`config.mk`:
```
export PLATFORM = sky130hd
export DESIGN_NAME = first_fit_allocator_coalescing
export DESIGN_NICKNAME = d
export VERILOG_FILES = /design/src/sv/ffa_pkg.sv /design/src/sv/ffa_ctrl.sv /design/src/sv/ffa_dp.sv /design/src/sv/first_fit_allocator_coalescing.sv
export SDC_FILE = /design/constraint.sdc
export NUM_CORES = 2
export LEC_CHECK = 0
export ABC_AREA = 0
export CAP_MARGIN = 20
export CORE_AREA = 5 5 504 506
export CTS_CLUSTER_DIAMETER = 50
export DETAILED_ROUTE_END_ITERATION = 16
export DIE_AREA = 0 0 509 511
export DONT_BUFFER_PORTS = 1
export GPL_ROUTABILITY_DRIVEN = 1
export PLACE_DENSITY = 0.71
export SLEW_MARGIN = 10
export SYNTH_ARGS = -nofsm -noshare
export SYNTH_HDL_FRONTEND = slang
export SYNTH_SLANG_ARGS = --single-unit
```
`constraint.sdc`:
```
create_clock -name clk -period 21.1 [get_ports clk]
set_clock_uncertainty 0.1 [all_clocks]
set_input_delay 2.11 -clock clk [delete_from_list [all_inputs] [get_ports clk]]
set_output_delay 2.11 -clock clk [all_outputs]
set_load 0.02 [all_outputs]
```
`src/sv/ffa_pkg.sv`:
```
// shared types, codes and defaults for the first-fit allocator
package ffa_pkg;

    localparam int DEF_MAX_BLOCKS   = 64;
    localparam int DEF_HEADER_BYTES = 24;

    localparam logic OP_ALLOC = 1'b0;
    localparam logic OP_FREE  = 1'b1;

    localparam logic [2:0] ST_OK        = 3'd0;
    localparam logic [2:0] ST_ZERO      = 3'd1;
    localparam logic [2:0] ST_EXHAUSTED = 3'd2;
    localparam logic [2:0] ST_FULL      = 3'd3;
    localparam logic [2:0] ST_UNKNOWN   = 3'd4;

    typedef struct packed {
        logic [23:0] base;
        logic [23:0] size;
        logic        free;
    } entry_t;

    typedef struct packed {
        logic       load;
        logic       scan;
        logic       append;
        logic       neigh;
        logic       shift;
        logic       finish;
        logic       grant;
        logic [2:0] fin_status;
    } cmd_t;

    typedef struct packed {
        logic alloc_op;
        logic zero_req;
        logic null_free;
        logic hit;
        logic miss;
        logic exhausted;
        logic full;
        logic no_merge;
        logic shift_done;
    } stat_t;

endpackage

```
`src/sv/ffa_ctrl.sv`:
```
// controller state machine for the first-fit allocator
module ffa_ctrl
    import ffa_pkg::*;
(
    input  logic  clk,
    input  logic  rst_n,
    input  logic  start,
    output logic  busy,
    input  stat_t stat,
    output cmd_t  cmd
);

    typedef enum logic [5:0] {
        S_IDLE   = 6'b000001,
        S_CHECK  = 6'b000010,
        S_SCAN   = 6'b000100,
        S_APPEND = 6'b001000,
        S_NEIGH  = 6'b010000,
        S_SHIFT  = 6'b100000
    } state_t;

    state_t state_reg;
    state_t state_next;

    always_ff @(posedge clk or negedge rst_n)
    begin
        if (!rst_n)
        begin
            state_reg <= S_IDLE;
        end
        else
        begin
            state_reg <= state_next;
        end
    end

    assign busy = (state_reg != S_IDLE);

    always_comb
    begin
        state_next     = state_reg;
        cmd            = '0;
        cmd.fin_status = ST_OK;
        unique case (state_reg)
            S_IDLE:
            begin
                if (start)
                begin
                    cmd.load   = 1'b1;
                    state_next = S_CHECK;
                end
            end
            S_CHECK:
            begin
                if (stat.alloc_op && stat.zero_req)
                begin
                    cmd.finish     = 1'b1;
                    cmd.fin_status = ST_ZERO;
                    state_next     = S_IDLE;
                end
                else if (!stat.alloc_op && stat.null_free)
                begin
                    cmd.finish = 1'b1;
                    state_next = S_IDLE;
                end
                else
                begin
                    state_next = S_SCAN;
                end
            end
            S_SCAN:
            begin
                cmd.scan = 1'b1;
                if (stat.hit)
                begin
                    if (stat.alloc_op)
                    begin
                        cmd.finish = 1'b1;
                        cmd.grant  = 1'b1;
                        state_next = S_IDLE;
                    end
                    else
                    begin
                        state_next = S_NEIGH;
                    end
                end
                else if (stat.miss)
                begin
                    if (stat.alloc_op)
                    begin
                        state_next = S_APPEND;
                    end
                    else
                    begin
                        cmd.finish     = 1'b1;
                        cmd.fin_status = ST_UNKNOWN;
                        state_next     = S_IDLE;
                    end
                end
            end
            S_APPEND:
            begin
                cmd.append = 1'b1;
                cmd.finish = 1'b1;
                state_next = S_IDLE;
                priority if (stat.exhausted)
                begin
                    cmd.fin_status = ST_EXHAUSTED;
                end
                else if (stat.full)
                begin
                    cmd.fin_status = ST_FULL;
                end
                else
                begin
                    cmd.grant = 1'b1;
                end
            end
            S_NEIGH:
            begin
                cmd.neigh = 1'b1;
                if (stat.no_merge)
                begin
                    cmd.finish = 1'b1;
                    state_next = S_IDLE;
                end
                else
                begin
                    state_next = S_SHIFT;
                end
            end
            S_SHIFT:
            begin
                cmd.shift = 1'b1;
                if (stat.shift_done)
                begin
                    cmd.finish = 1'b1;
                    state_next = S_IDLE;
                end
            end
            default:
            begin
                state_next = S_IDLE;
            end
        endcase
    end

endmodule

```
`src/sv/ffa_dp.sv`:
```
// datapath of the first-fit allocator: block table memory, scan, merge and shift
module ffa_dp
    import ffa_pkg::*;
#(
    parameter int MAX_BLOCKS   = DEF_MAX_BLOCKS,
    parameter int HEADER_BYTES = DEF_HEADER_BYTES
)
(
    input  logic        clk,
    input  logic        rst_n,
    input  cmd_t        cmd,
    output stat_t       stat,
    input  logic        opcode,
    input  logic [19:0] request_size,
    input  logic [23:0] data_address,
    input  logic        heap_limit_we,
    input  logic [23:0] heap_limit,
    output logic        result_valid,
    output logic [2:0]  status,
    output logic [23:0] granted_address,
    output logic [23:0] granted_size
);

    localparam int ADDR_W = (MAX_BLOCKS > 1) ? $clog2(MAX_BLOCKS) : 1;
    localparam int CNT_W  = $clog2(MAX_BLOCKS + 1);
    localparam logic [23:0]      HDR      = 24'(HEADER_BYTES);
    localparam logic [CNT_W-1:0] CNT_FULL = CNT_W'(MAX_BLOCKS);

    entry_t mem [MAX_BLOCKS];

    logic [23:0]      limit_reg;
    logic [23:0]      top_reg;
    logic [CNT_W-1:0] count_reg;
    logic             op_reg;
    logic [23:0]      need_reg;
    logic [23:0]      addr_reg;
    logic [CNT_W-1:0] idx_reg;
    logic [CNT_W-1:0] rd_idx_reg;
    logic             rv_reg;
    entry_t           rd_data_reg;
    entry_t           cur_reg;
    logic [CNT_W-1:0] cur_idx_reg;
    entry_t           prev_reg;
    logic [CNT_W-1:0] dst_reg;
    logic [1:0]       r_reg;
    logic             done_reg;
    logic [2:0]       status_reg;
    logic [23:0]      gaddr_reg;
    logic [23:0]      gsize_reg;

    logic [20:0]      need_c;
    logic             pending;
    logic             issue;
    logic             match;
    logic             hit;
    logic [25:0]      new_top;
    logic             exhausted;
    logic             full;
    logic             next_free;
    logic             prev_free;
    logic [1:0]       r_c;
    logic [CNT_W-1:0] p_c;
    entry_t           merged;
    logic             wr_en;
    logic [ADDR_W-1:0] wr_addr;
    entry_t           wr_data;
    logic [23:0]      grant_addr;
    logic [23:0]      grant_size;

    assign need_c    = (21'(request_size) + 21'd3) & ~21'd3;
    assign pending   = (idx_reg < count_reg);
    assign issue     = (cmd.scan || cmd.shift) && pending;
    assign match     = (op_reg == OP_ALLOC)
                       ? (rd_data_reg.free && (rd_data_reg.size >= need_reg))
                       : ((rd_data_reg.base + HDR) == addr_reg);
    assign hit       = rv_reg && match;
    assign new_top   = 26'(top_reg) + 26'(HDR) + 26'(need_reg);
    assign exhausted = (new_top > 26'(limit_reg));
    assign full      = (count_reg >= CNT_FULL);

    assign next_free = rv_reg && rd_data_reg.free;
    assign prev_free = (cur_idx_reg != '0) && prev_reg.free;
    assign r_c       = {1'b0, next_free} + {1'b0, prev_free};
    assign p_c       = prev_free ? (cur_idx_reg - CNT_W'(1)) : cur_idx_reg;

    always_comb
    begin
        merged.free = 1'b1;
        merged.base = prev_free ? prev_reg.base : cur_reg.base;
        merged.size = cur_reg.size
                      + (prev_free ? (prev_reg.size + HDR) : 24'd0)
                      + (next_free ? (rd_data_reg.size + HDR) : 24'd0);
    end

    always_comb
    begin
        wr_en   = 1'b0;
        wr_addr = rd_idx_reg[ADDR_W-1:0];
        wr_data = rd_data_reg;
        priority if (cmd.scan && hit && (op_reg == OP_ALLOC))
        begin
            wr_en        = 1'b1;
            wr_data.free = 1'b0;
        end
        else if (cmd.append && !exhausted && !full)
        begin
            wr_en   = 1'b1;
            wr_addr = count_reg[ADDR_W-1:0];
            wr_data = '{base: top_reg, size: need_reg, free: 1'b0};
        end
        else if (cmd.neigh)
        begin
            wr_en   = 1'b1;
            wr_addr = p_c[ADDR_W-1:0];
            wr_data = merged;
        end
        else if (cmd.shift && rv_reg)
        begin
            wr_en   = 1'b1;
            wr_addr = dst_reg[ADDR_W-1:0];
        end
    end

    assign grant_addr = cmd.append ? (top_reg + HDR) : (rd_data_reg.base + HDR);
    assign grant_size = cmd.append ? need_reg : rd_data_reg.size;

    always_comb
    begin
        stat            = '0;
        stat.alloc_op   = (op_reg == OP_ALLOC);
        stat.zero_req   = (need_reg == '0);
        stat.null_free  = (addr_reg == '0);
        stat.hit        = hit;
        stat.miss       = !rv_reg && !pending;
        stat.exhausted  = exhausted;
        stat.full       = full;
        stat.no_merge   = (r_c == 2'd0);
        stat.shift_done = !rv_reg && !pending;
    end

    always_ff @(posedge clk)
    begin
        if (wr_en)
        begin
            mem[wr_addr] <= wr_data;
        end
        if (issue)
        begin
            rd_data_reg <= mem[idx_reg[ADDR_W-1:0]];
        end
    end

    always_ff @(posedge clk)
    begin
        if (cmd.load)
        begin
            op_reg   <= opcode;
            need_reg <= 24'(need_c);
            addr_reg <= data_address;
        end
        if (issue)
        begin
            rd_idx_reg <= idx_reg;
        end
        if (cmd.scan && rv_reg && !hit)
        begin
            prev_reg <= rd_data_reg;
        end
        if (cmd.scan && hit)
        begin
            cur_reg     <= rd_data_reg;
            cur_idx_reg <= rd_idx_reg;
        end
        if (cmd.neigh)
        begin
            dst_reg <= p_c + CNT_W'(1);
            r_reg   <= r_c;
        end
        else if (cmd.shift && rv_reg)
        begin
            dst_reg <= dst_reg + CNT_W'(1);
        end
        if (cmd.finish)
        begin
            status_reg <= cmd.fin_status;
            gaddr_reg  <= cmd.grant ? grant_addr : 24'd0;
            gsize_reg  <= cmd.grant ? grant_size : 24'd0;
        end
    end

    always_ff @(posedge clk or negedge rst_n)
    begin
        if (!rst_n)
        begin
            limit_reg <= 24'hFFFFFF;
            top_reg   <= '0;
            count_reg <= '0;
            idx_reg   <= '0;
            rv_reg    <= 1'b0;
            done_reg  <= 1'b0;
        end
        else
        begin
            done_reg <= cmd.finish;
            if (heap_limit_we)
            begin
                limit_reg <= heap_limit;
            end
            if (cmd.load)
            begin
                idx_reg <= '0;
                rv_reg  <= 1'b0;
            end
            else if (cmd.neigh)
            begin
                idx_reg <= p_c + CNT_W'(1) + CNT_W'(r_c);
                rv_reg  <= 1'b0;
            end
            else if (cmd.scan || cmd.shift)
            begin
                rv_reg <= issue;
                if (issue)
                begin
                    idx_reg <= idx_reg + CNT_W'(1);
                end
            end
            if (cmd.append && !exhausted && !full)
            begin
                count_reg <= count_reg + CNT_W'(1);
                top_reg   <= new_top[23:0];
            end
            if (cmd.shift && !rv_reg && !pending)
            begin
                count_reg <= count_reg - CNT_W'(r_reg);
            end
        end
    end

    assign result_valid    = done_reg;
    assign status          = status_reg;
    assign granted_address = gaddr_reg;
    assign granted_size    = gsize_reg;

    a_count_bound: assert property (@(posedge clk) disable iff (!rst_n)
        count_reg <= CNT_FULL)
        else $error("block count above table size");

    a_fail_zero: assert property (@(posedge clk) disable iff (!rst_n)
        (done_reg && (status_reg != ST_OK)) |-> (gaddr_reg == '0 && gsize_reg == '0))
        else $error("failed transaction carries a grant");

    a_shift_dst: assert property (@(posedge clk) disable iff (!rst_n)
        (cmd.shift && rv_reg) |-> (dst_reg < idx_reg))
        else $error("shift destination not below source");

    a_grant_ok: assert property (@(posedge clk) disable iff (!rst_n)
        (cmd.finish && cmd.grant) |=> (status_reg == ST_OK && gsize_reg != '0))
        else $error("grant without ok status");

endmodule

```
`src/sv/first_fit_allocator_coalescing.sv`:
```
// top level of the first-fit heap block allocator with coalescing
// One transaction at a time: start is taken while busy is low, and the result appears on
// status, granted_address and granted_size for exactly one cycle with result_valid high,
// in the same cycle that busy falls; it cannot be held off. The block table sits in a
// memory with one read and one write port, so a transaction walks it one entry per cycle:
// an allocate stops at the first free entry large enough, an allocate that misses appends
// a new entry after the last, and a free that merges moves the later entries down.
// No clearing pass is needed after reset. heap_limit is to be written only while
// the block is idle; the block itself does not enforce it.
module first_fit_allocator_coalescing
    import ffa_pkg::*;
#(
    parameter int MAX_BLOCKS   = DEF_MAX_BLOCKS,
    parameter int HEADER_BYTES = DEF_HEADER_BYTES
)
(
    input  logic        clk,
    input  logic        rst_n,
    input  logic        start,
    output logic        busy,
    input  logic        opcode,
    input  logic [19:0] request_size,
    input  logic [23:0] data_address,
    input  logic        heap_limit_we,
    input  logic [23:0] heap_limit,
    output logic        result_valid,
    output logic [2:0]  status,
    output logic [23:0] granted_address,
    output logic [23:0] granted_size
);

    cmd_t  cmd;
    stat_t stat;

    ffa_ctrl u_ctrl (
        .clk   (clk),
        .rst_n (rst_n),
        .start (start),
        .busy  (busy),
        .stat  (stat),
        .cmd   (cmd)
    );

    ffa_dp #(
        .MAX_BLOCKS   (MAX_BLOCKS),
        .HEADER_BYTES (HEADER_BYTES)
    ) u_dp (
        .clk             (clk),
        .rst_n           (rst_n),
        .cmd             (cmd),
        .stat            (stat),
        .opcode          (opcode),
        .request_size    (request_size),
        .data_address    (data_address),
        .heap_limit_we   (heap_limit_we),
        .heap_limit      (heap_limit),
        .result_valid    (result_valid),
        .status          (status),
        .granted_address (granted_address),
        .granted_size    (granted_size)
    );

endmodule
```
## Yosys cells after proc, flatten, opt, wreduce, memory -nomap -nowiden

Memory sizes are Yosys's and may differ from the RTL's. A register that Yosys moved wholly into a read port is not among the register bits.
Cells that the tools add are included.

| word-level totals | value |
|---|---|
| RAM bits | 3,136 |
| bits in registers | 285 |
| word-level logic and storage cells | 160 |
| memories kept | 1 |
| output and inout bits | 53 |

| operators by class | value |
|---|---|
| $add $sub $neg | 17 |
| eq/ne operators | 11 |
| bitwise operators | 2 |
| magnitude comparators | 4 |
| mux-type cells | 68 |
| reduce and logical (&&, ||, !) cells | 34 |

Memory list:

| memory | words | bits a word | read ports | clocked after memory_dff | write ports | RTL line | source |
|---|---|---|---|---|---|---|---|
| u_dp.mem | 64 | 49 | 1 | 1 | 1 | ffa_dp.sv:29 | `entry_t mem [MAX_BLOCKS];` |

Operators by type and width:

| kind | count |
|---|---|
| 49-bit two-way mux | 2 |
| 24-bit by 5-bit adder with 24-bit output (second input constant) | 4 |
| 24-bit two-way mux | 4 |
| 7-bit two-way mux | 9 |
| 6-bit two-way mux | 9 |
| 24-bit adder | 2 |
| 24-bit zero test | 2 |
| 48-bit two-way mux | 1 |
| 6-bit one-hot mux with 5 select lines | 1 |
| 7-bit by 1-bit adder with 7-bit output (second input constant) | 4 |
| 1-bit two-way mux | 28 |
| 26-bit by 21-bit adder with 26-bit output | 1 |
| 26-bit by 24-bit greater-than comparator with 1-bit output | 1 |
| 24-bit by 5-bit adder with 25-bit output (second input constant) | 1 |
| 24-bit equality test | 1 |
| 24-bit by 21-bit >= comparator with 1-bit output | 1 |
| 20-bit by 2-bit adder with 21-bit output (second input constant) | 1 |
| 21-bit two-way mux | 1 |
| 3-bit two-way mux | 6 |
| 1-bit logical AND | 17 |
| 3-bit one-hot mux with 3 select lines | 1 |
| 7-bit by 2-bit adder with 7-bit output | 1 |
| 7-bit >= comparator (second input constant) | 1 |
| 7-bit less-than comparator | 1 |
| other kinds (27) | 36 |

## Depth between registers and ports, before layout

| depth | value |
|---|---|
| depth after elaboration | 10 |
| mapped depth | 26 |
| depth with buffers taken out | 24 |

## Cells and area by module

Synthesis repeated with hierarchy kept, for this count alone.

| second synthesis, totals | value |
|---|---|
| cells, all modules | 6,435 |
| area, all modules | 138,975.8 sq um |

Modules (own cells, without submodules):

| module | cells each | times used | area an instance (sq um) | sequential area each (sq um) |
|---|---|---|---|---|
| ffa_dp | 6,374 | 1 | 138,436.5 | 103,649.4 |
| ffa_ctrl | 61 | 1 | 539.3 | 151.4 |

## Least setup slack after synthesis

OpenSTA, ideal clock, no wires.

| timing path | value |
|---|---|
| path kind | register to register |
| from | register u_dp.top_reg[3] |
| to | memory u_dp.mem[32][0] in the netlist's numbering (enable) |
| path slack | 12,219 ps |
| stages on the path, launching flop included | 23 |
| setup time | 516 ps |
| period minus slack after synthesis | 8,881 ps |
| arrival | 8,265 ps |
| buffers on the path | 1 |
| cell sequence | dfrtp_1 inv_1 ha_1 nor4_2 xor2_1 ha_1 and3_1 nand2b_1 o21a_1 a2111oi_0 o21bai_1 a21oi_1 xnor2_1 ha_1 a211oi_1 o21ai_0 and4b_1 o21ai_0 nand2b_1 clkbuf_1 nor3_1 nor2_1 nor3_1 |

| between the ends | value |
|---|---|
| longest elaborated chain between the ends | 10 |
| elaborated cells on any way between the ends | 12 |

Ends and longest elaborated chain:

| what | RTL line | source |
|---|---|---|
| from (decl) | ffa_dp.sv:32 | `logic [23:0] top_reg;` |
| from (signal assigned) | ffa_dp.sv:230 | `top_reg <= new_top[23:0];` |
| 24-bit by 5-bit adder with 25-bit output * | ffa_dp.sv:77 | `assign new_top = 26'(top_reg) + 26'(HDR) + 26'(need_reg);` |
| 26-bit by 21-bit adder with 26-bit output * | ffa_dp.sv:77 |  |
| via u_dp.new_top[23] | ffa_dp.sv:56 | `logic [25:0] new_top;` |
| 26-bit by 24-bit greater-than comparator with 1-bit output * | ffa_dp.sv:78 | `assign exhausted = (new_top > 26'(limit_reg));` |
| 1-bit zero test * | ffa_dp.sv:105 | `else if (cmd.append && !exhausted && !full)` |
| 1-bit logical AND * (2 in series) | ffa_dp.sv:105 |  |
| 1-bit two-way mux | ffa_dp.sv:105 |  |
| 1-bit two-way mux | ffa_dp.sv:100 | `priority if (cmd.scan && hit && (op_reg == OP_ALLOC))` |
| 1-bit two-way mux | ffa_dp.sv:143 | `if (wr_en)` |
| 1-bit two-way mux (implied by the code) | ffa_dp.sv:145 | `mem[wr_addr] <= wr_data;` |
| to (decl) | ffa_dp.sv:29 |  |

Mark *: on every way through the listed nets, which the timed path passes. The rest lies on a longest branch.

## Worst setup path in the final report

| timing path | value |
|---|---|
| from | register u_dp.top_reg[3] |
| to | memory u_dp.mem[40][11] in the netlist's numbering (enable) |

Same word-level chain as after synthesis.

==> results by group <==
Die
  • Area of the die: ~260000 µm²
  • Boundary pin count: around 130
  • Cell row count: roughly 180
  • Core ar.: around 250000 µm²
  • Die height: 511 µm
  • Die width: a little over 500 µm
  • Starting Density: 0.555

CTS
  • H-tree depth: 5
  • CTS Buf Count: 372
  • Worst-Skew Late Latency: between 0.9 and 1 ns
  • CTS tree: done
  • Clock sink count: approximately 3500
  • Setup Buffers After CTS: 0
  • Clk buf depth: 4
  • Clock slew at reported path FFs: 0.06 ns
  • CTS Hold Bufs: 0
  • Clock root cell: clkbuf_16
  • Number of cells upsized or downsized after cts: 0

Worst setup path
  • CP max FO: 32
  • FF-to-FF Start: u_dp.top_reg[3]
  • Worst-path cell chain: inv_1, ha_1, nor4_2, xor2_1, ha_1, and3_1, nand2b_1, o21a_1, a2111oi_0, o21bai_1, a21oi_1, xnor2_1, ha_1, a211oi_1, o21ai_0, and4b_1, o21ai_0, nor3_1, nand2_2, o41a_1, nor2_4, buf_4
  • Req. time, crit path: between 20 and 25 ns
  • RR Endpoint: u_dp.mem[40][11]
  • Reg2reg path depth: 22
  • Crit path capture: u_dp.mem[40][11]
  • Slowest CP cell: nor3_1
  • CP peak stage delay: 0.92 ns
  • Cell mode on critical path: ha_1
  • Setup crit start kind: flip-flop
  • Critical path class: flip-flop to flip-flop
  • CP endpoint kind: flip-flop
  • Crit. Startpoint: u_dp.top_reg[3]
  • Flop-to-flop setup slack: approximately 12 ns
  • Critical path arrival: just under 10 ns

Run status
  • Outcome: completed

Timing
  • Slew @ Worst Pin: between 1 and 1.5 ns
  • Max Freq: roughly 110 MHz
  • Final WS setup: 11.64 ns
  • Hold slack: around 0.32 ns
  • Fin. Hold Viols: 0
  • Unrepaired setup endpoints after global routing: no
  • Max-slew violations: 0
  • Slew HR: 0.224
  • Post-Route Setup TNS: 0 ns
  • Setup Viol. Count Final: 0
  • Fin crit share: 0.448
  • Minimum clock period: ~9.5 ns

Detailed routing
  • Post-Route WL: about 360 mm
  • Vias: roughly 69000
  • Routed vias/inst: ~6.7
  • Router iterations before antenna repair: 6
  • DRC Markers: 0
  • ANT nets after route: 0
  • Wire per inst: around 35 µm
  • Initial DRC Count: 9571

Synth
  • Post-synthesis net count: 6646
  • Synth Cell Area: ~140000 µm²
  • EDFF count, synth: between 3000 and 4000
  • Yosys warning total: 0
  • Gate Count Post-Synth: 6436
  • Synth Register Bits: 3467
  • Area share of fa/ha/maj cells after synthesis: 0.0138
  • Ys async rst share: 0.0196
  • Syn_area_per_cell: approximately 22 µm²
  • Synth Area in Simple Gates: 0.0251
  • Synth Flop Type: edfxtp_1
  • Synth Area in XOR/XNOR: 0.0116
  • Sequential share of the synthesized area: 0.749
  • Synth Area in Compound Gates: 0.0183
  • Largest family of logic cells by synthesized area: multiplexers
  • Distinct cells, synth: 83
  • Mux cell area share after synthesis: 0.169

Cells and area
  • Layout cells sized above 1: 0.276
  • NumNets Final: 6901
  • Area grow syn2layout: 12.3%
  • Max FFs per register: 3136

Global routing
  • Pin count of the biggest net entering global routing: 130
  • Global Route Usage Sum: 0.276
  • Number of global-route vias before repair: 68200
  • First-pass GRT wire length: around 500 mm
  • Initial antenna violation count: 25
  • GR Overflow Total: 0

Placement
  • Post-Place Setup Slack: approximately 12 ns
  • Final HPWL DP: between 200 and 250 mm
  • Port buffer count: 0
  • GP Congestion: just under 0.9

Run
  • MaxCap Viol Count: 0

Power and ir drop
  • Max VDD drop: around 60 µV
  • Power Density: about 90 nW/µm²
  • P_leak: 48.2 nW

Hold path
  • Hold depth: 0
  • Worst Hold Class: flip-flop to flip-flop
==> synth_stat cells (all sizes together) (12+ instances only) <==
library cell / number / area [µm²]
edfxtp: 3399 / 102000
mux4: 1029 / 23200
nand2: 271 / 1020
clkbuf: 228 / 857
nor2: 189 / 712
inv: 170 / 638
ha: 110 / 1380
o21ai: 103 / 516
a21oi: 102 / 510
xnor2: 100 / 876
buf: 77 / 304
nand3: 71 / 355
xor2: 60 / 526
dfrtp: 43 / 1080
nor3: 42 / 215
a211oi: 33 / 253
nand4: 32 / 213
fa: 27 / 541
nor4: 26 / 169
a21o: 25 / 188
dfstp: 25 / 657
and3: 23 / 144
o221a: 22 / 248
o22ai: 18 / 113
mux2: 16 / 180
nand2b: 16 / 100
o21a: 16 / 120
and4: 12 / 105
==> per-layer routing <==
| metal | vias to the layer above | GRT usage | wire length, µm |
|---|---|---|---|
| met5 | - | 0 | 54 |
| met4 | 8 | 0.0713 | 9460 |
| met3 | 575 | 0.0683 | 41800 |
| met2 | 4457 | 0.418 | 167000 |
| met1 | 36800 | 0.410 | 139000 |
| li1 | 27400 | - | - |
==> worst max-delay path: cells and delay by family (launching register included) <==
family | cells | cell delay (ns)
simple gates | 7 | 3.09
fa+ha+maj | 3 | 1.08
flops | 1 | 0.60
compound gates | 8 | 2.96
buf+inv | 2 | 0.75
xor+xnor | 2 | 0.37
==> metrics by stage <==
stage          cells  utilization  power [mW]  area [µm²]
4_1_cts        10300        0.623        14.5      156000
3_3_place_gp    9662        0.577        8.32      144000
6_report       10300        0.624        14.4      156000
5_1_grt        10300        0.624        14.9      156000
3_5_place_dp    9662        0.577        8.31      144000
2_1_floorplan   6436            -        8.10      139000
==> worst min-delay path by stage <==
stage                                to  slack, ns               start
floorplan           u_dp.cur_idx_reg[6]       0.30  u_dp.rd_idx_reg[6]
global placement    u_dp.cur_idx_reg[6]       0.31  u_dp.rd_idx_reg[6]
detailed placement  u_dp.cur_idx_reg[6]       0.31  u_dp.rd_idx_reg[6]
CTS                 u_dp.cur_idx_reg[6]       0.32  u_dp.rd_idx_reg[6]
global route        u_dp.cur_idx_reg[6]       0.32  u_dp.rd_idx_reg[6]
finish              u_dp.cur_idx_reg[6]       0.32  u_dp.rd_idx_reg[6]
==> power breakdown <==
group,leakage [nW],switching [mW],internal [mW]
combinational,11.0,0.348,0.225
clock,5.64,2.62,3.62
sequential,31.5,0.0767,7.53
==> cell families (layout without fill, tap and decap cells) <==
group / count (synthesis) / count (layout)
other cells: 0 / 4
compound gates: 386 / 386
simple gates: 745 / 745
flops: 3467 / 3467
fa+ha+maj: 137 / 137
mux: 1056 / 1056
xor+xnor: 169 / 169
buf+inv: 476 / 1010
==> placed cells by master (no fill, tap or decap), drive strengths merged, types with 27 or more instances in the layout <==
cell	count
a211oi	33
a21oi	102
buf	186
clkbuf	454
clkinv	129
dfrtp	43
edfxtp	3399
fa	27
ha	110
inv	194
mux4	1029
nand2	271
nand3	71
nand4	32
nor2	189
nor3	42
o21ai	103
xnor2	100
xor2	60
==> layout make-up <==
class                      instances  area (µm²)
tap                             3348        4190
inverter                         171         642
sequential                      3467      104000
clock buffer                     454        9780
multi-input combinational       2493       33900
timing repair buffer             186        1480
clock inverter                   199        1850
antenna                            4        10.0
fill                           16600       93900
No activity file was read; power rests on OpenSTA's default activity.
